[src/rtl/fbpa_pkg.sv]
package fbpa_pkg;

  // Field widths of the channels and the configuration port.
  localparam int ACTION_W   = 2;
  localparam int ADDR_W     = 32;
  localparam int STATUS_W   = 3;
  localparam int COUNT_W    = 9;
  localparam int BSIZE_W    = 16;
  localparam int POOL_W     = 9;
  localparam int TOTAL_W    = 32;
  localparam int CFG_IDX_W  = 2;
  localparam int CFG_DATA_W = 32;

  // Build defaults and reset values.
  localparam int DEF_MAX_BLOCKS = 256;
  localparam int DEF_ADDR_BITS  = 32;
  localparam int POOL_RESET     = 256;
  localparam int BSIZE_RESET    = 16;

  // The block index within the pool never exceeds what the pool register holds.
  localparam int QUOT_BITS = POOL_W;
  localparam int SPAN_W    = BSIZE_W + QUOT_BITS;

  // Actions.
  localparam logic [ACTION_W-1:0] ACT_ALLOC   = 2'd0;
  localparam logic [ACTION_W-1:0] ACT_FREE    = 2'd1;
  localparam logic [ACTION_W-1:0] ACT_RESTART = 2'd2;

  // Result status codes.
  localparam logic [STATUS_W-1:0] ST_OK      = 3'd0;
  localparam logic [STATUS_W-1:0] ST_EMPTY   = 3'd1;
  localparam logic [STATUS_W-1:0] ST_NULL    = 3'd2;
  localparam logic [STATUS_W-1:0] ST_INVALID = 3'd3;
  localparam logic [STATUS_W-1:0] ST_FULL    = 3'd4;

  // Configuration register indexes.
  localparam logic [CFG_IDX_W-1:0] REG_BASE  = 2'd0;
  localparam logic [CFG_IDX_W-1:0] REG_BSIZE = 2'd1;
  localparam logic [CFG_IDX_W-1:0] REG_POOL  = 2'd2;

  // Sequencer states.
  typedef enum logic [2:0] {
    S_IDLE,
    S_EXEC,
    S_POP,
    S_ADD,
    S_DIV,
    S_DONE
  } state_t;

  // Status of the remainder unit towards the sequencer.
  typedef struct packed {
    logic done;
    logic rem_zero;
  } rem_res_t;

endpackage

[src/rtl/fbpa_rem.sv]
module fbpa_rem (
  input  logic                        clk,
  input  logic                        rst_n,
  input  logic                        start,
  input  logic [fbpa_pkg::SPAN_W-1:0] dividend,
  input  logic [fbpa_pkg::BSIZE_W-1:0] divisor,
  output fbpa_pkg::rem_res_t          res
);

  localparam int CNT_W = $clog2(fbpa_pkg::QUOT_BITS + 1);

  logic [fbpa_pkg::SPAN_W-1:0] rem_r;
  logic [fbpa_pkg::SPAN_W-1:0] dsr_r;
  logic [CNT_W-1:0]            cnt_r;
  logic                        done_r;

  // Step counter and completion pulse.
  always_ff @(posedge clk) begin
    if (!rst_n) begin
      cnt_r  <= '0;
      done_r <= 1'b0;
    end else begin
      done_r <= (cnt_r == CNT_W'(1));
      if (start) begin
        cnt_r <= CNT_W'(fbpa_pkg::QUOT_BITS);
      end else if (cnt_r != '0) begin
        cnt_r <= cnt_r - CNT_W'(1);
      end
    end
  end

  // Restoring remainder, one quotient bit per cycle from the top bit down.
  always_ff @(posedge clk) begin
    if (start) begin
      rem_r <= dividend;
      dsr_r <= fbpa_pkg::SPAN_W'(divisor) << (fbpa_pkg::QUOT_BITS - 1);
    end else if (cnt_r != '0) begin
      if (rem_r >= dsr_r) begin
        rem_r <= rem_r - dsr_r;
      end
      dsr_r <= dsr_r >> 1;
    end
  end

  assign res.done     = done_r;
  assign res.rem_zero = (rem_r == '0);

endmodule

[config.mk]
export PLATFORM = sky130hd
export DESIGN_NAME = fbpa_rem
export DESIGN_NICKNAME = d
export VERILOG_FILES = /design/src/rtl/fbpa_pkg.sv /design/src/rtl/fbpa_rem.sv
export SDC_FILE = /design/constraint.sdc
export NUM_CORES = 1
export LEC_CHECK = 0
export BUFFER_PORTS_ARGS = -buffer_cell sky130_fd_sc_hd__buf_4
export CORE_MARGIN = 8
export CORE_UTILIZATION = 59
export DETAILED_ROUTE_END_ITERATION = 16
export PLACE_DENSITY = 0.91
export SLEW_MARGIN = 25
export SYNTH_ARGS = -nofsm -noshare
export SYNTH_HDL_FRONTEND = slang
export SYNTH_SLANG_ARGS = --single-unit
[constraint.sdc]
create_clock -name clk -period 5.22 [get_ports clk]
set_input_delay 0.783 -clock clk [delete_from_list [all_inputs] [get_ports clk]]
set_output_delay 0.783 -clock clk [all_outputs]
set_load 0.03 [all_outputs]
==> run_results.csv <==
group,metric,value,unit
cts,clock_tree.htree_level_count,2,
die,fp.dieW,95.4,µm
timing,layout_worst_path_cycle_share,63.7,%
run,maxCapViolations,0,
yosys,synthCells,428,
die,floorplan.core_area,0.00624,mm²
cts,clock_insertion_delay_worst_skew,310,ps
yosys,synth_edf_count,41,
placed_design,port_buffers,45,
yosys,netlist_area,0.00372,mm²
power_and_ir_drop,power_density_over_cell_area,581,mW/mm²
min_path,type_of_the_worst_min_delay_path,"flop to flop",
routing,detailedRoute.firstIterationViolations,242,
setup_path,path_class,"flop to flop",
final_layout,drive_above_1_share,13.0,%
grt,grt_use_total,20.7,%
grt,gr-total-overflow,0,
setup_path,maximum_fanout_along_the_worst_path,14,
placed_design,placed_cell_area,0.00408,mm²
setup_path,critical_path_required,5230,ps
placed_design,finalWeightedCongestion,0.946,
grt,number_of_global_route_vias_before_repair,3279,
timing,final.min_clock_period,3320,ps
setup_path,worstSetupEndpointType,"flop",
yosys,ys_ff_latch,54,
setup_path,rrSetupSlack,1900,ps
placed_design,placement.setup.worst_slack,1950,ps
cts,numClockSinks,54,
cts,setup_fix_bufs_post_cts,0,
routing,drc_errors,0,
die,initial_core_util,59.6,%
placed_design,hpwl,6820,µm
die,die_height,95.4,µm
final_layout,mostFrequentLayoutCells,"75 x nand2_1, 46 x buf_4, 41 x edfxtp_1, 36 x o21ai_0, 35 x a21oi_1",
yosys,average_instance_area_after_synthesis,8.69,µm²
die,dieArea,0.00910,mm²
timing,grt_setup_unrepaired,"no",
cts,clock_tree.root_cell,"clkbuf_8",
cts,cts_hold_repair.buffers,0,
grt,antenna_found_initial,0,
cts,cts.clk_slew.worst_paths,100,ps
final_layout,final_cell_area,0.00419,mm²
timing,worst_slew_pin_tran,816,ps
timing,final.setup.tns,0,ps
timing,final-hold-violation-count,0,
grt,grt_start_max_net_pins,94,
routing,ant_nets_after_route,0,
cts,clockBufferDepth,2,
setup_path,worstSetupStartpointType,"flop",
timing,final-max-slew-violation-count,0,
routing,routed_via_density,6.07,
final_layout,antenna_cells,0,
final_layout,layout_commonest_cell,"nand2_1",
routing,route.vias.total,3273,
final_layout,synthToLayoutAreaGrowth,12.6,%
cts,clock_tree_from_tritoncts,"built",
setup_path,cpPeakStageDelay,540,ps
power_and_ir_drop,power.static_leakage,1.71,nW
die,placementRows,29,
grt,grt_pass1_wl,15000,µm
timing,achievable-frequency,301,MHz
timing,slew-limit-headroom,45.6,%
yosys,syn_nets,499,
routing,detail_route.first_pass.iterations,6,
setup_path,worst-endpoint-arrival,3340,ps
yosys,synth_ff_type,"edfxtp_1",
yosys,yosys.cell_types.count,52,
die,ios,46,
timing,timing.final.setup_violations,0,
yosys,post_synthesis_sequential_area_ratio,40.1,%
yosys,yosys_warn_count,0,
cts,cts_resized,0,
setup_path,cpMaxStageDelayCell,"a21oi_2",
yosys,asyncSetResetFlopFracSynth,0,%
power_and_ir_drop,worst_ir_drop_on_vdd,293,µV
final_layout,fin_nets,532,
cts,numCtsBuffers,5,
outcome,outcome,"complete, no violations",
setup_path,crit_path_cell_trace,"ha_1 -> o21ai_0 -> a211oi_1 -> o21a_1 -> o2111ai_1 -> o21ai_1 -> a21oi_1 -> a21oi_2 -> buf_4",
timing,post_route_clock_skew,8.08,ps
routing,routed_wl,9010,µm
timing,setup_slack,1900,ps
routing,routed_wl_per_cell,16.7,µm
-- logic make-up after synthesis --
| group | synth area share, % |
|---|---|
| AO/OA/AOI/OAI | 21.7 |
| adder cells (fa/ha/maj) | 9.28 |
| buffers and inverters | 5.55 |
| multiplexers | 0.538 |
| XOR/XNOR | 4.71 |
| flip-flops | 40.1 |
| AND/OR/NAND/NOR | 18.1 |
-- critical path: cells and delay by family, from the launching register on --
kind                     cells  cell delay (ps)
AO/OA/AOI/OAI                7             1780
buffers and inverters        1              360
flip-flops                   1              420
adder cells (fa/ha/maj)      1              440
-- cells in the mapped netlist (all sizes together) (2+ instances only) --
library cell,count,area (µm²)
clkbuf,14,55.1
buf,6,27.5
edfxtp,41,1230
o2111ai,3,26.3
mux2i,2,20.0
dfxtp,13,260
nor3,6,30.0
nand2b,6,37.5
a211oi,4,30.0
and2,6,37.5
o21ai,38,190
nand2,76,288
nand4,5,31.3
a21oi,37,189
nor2b,4,25.0
and3,2,12.5
o21bai,2,15.0
o31ai,16,120
a21boi,2,15.0
xnor2,12,105
ha,26,325
a221oi,2,17.5
nor4,10,62.6
a31oi,2,27.5
nand3,7,35.0
a21o,8,60.1
inv,33,124
nor2,21,78.8
xor2,8,70.1
-- cell type report --
cell class                      instances  area, µm²
Clock inverter                          1       30.0
Sequential cell                        54       1490
Clock buffer                            7       76.3
Tap cell                               77       96.3
Fill cell                             529       2050
Multi-Input combinational cell        321       2030
Inverter                               33        124
Timing Repair Buffer                   46        345
-- worst paths after layout --
kind         startpoint   endpoint  depth (start not counted)
max            rem_r[6]  rem_r[23]                          9
min            dsr_r[0]   dsr_r[0]                          2
max reg2reg    rem_r[6]  rem_r[23]                          9
min reg2reg    dsr_r[0]   dsr_r[0]                          2
-- power breakdown --
group          internal (mW)  total [mW]  switching (mW)
Combinational          0.555        1.41           0.859
Sequential             0.650       0.734          0.0843
Clock                  0.144       0.288           0.144
Total                   1.35        2.44            1.09
-- routing by layer --
layer	up-vias	track usage (%)	wire length (µm)
li1	1600	-	-
met1	1515	25.6	3680
met2	138	35.8	4450
met3	20	3.94	742
met4	0	6.02	144
met5	-	0	0
-- state kept, by name (all words and copies together), names as in the netlist --
register  flops
rem_r        25
done_r        1
dsr_r        24
cnt_r         4
-- stage by stage --
stage	std cells	power (mW)	hold slack [ps]	utilization, %
global placement	531	2.06	453	65.4
global route	539	2.61	501	67.1
CTS	539	2.41	476	67.1
finish	539	2.44	472	67.1
floorplan	428	1.79	436	-
detailed placement	531	2.12	462	65.4
Note: power is estimated with default switching activity, not from simulation.
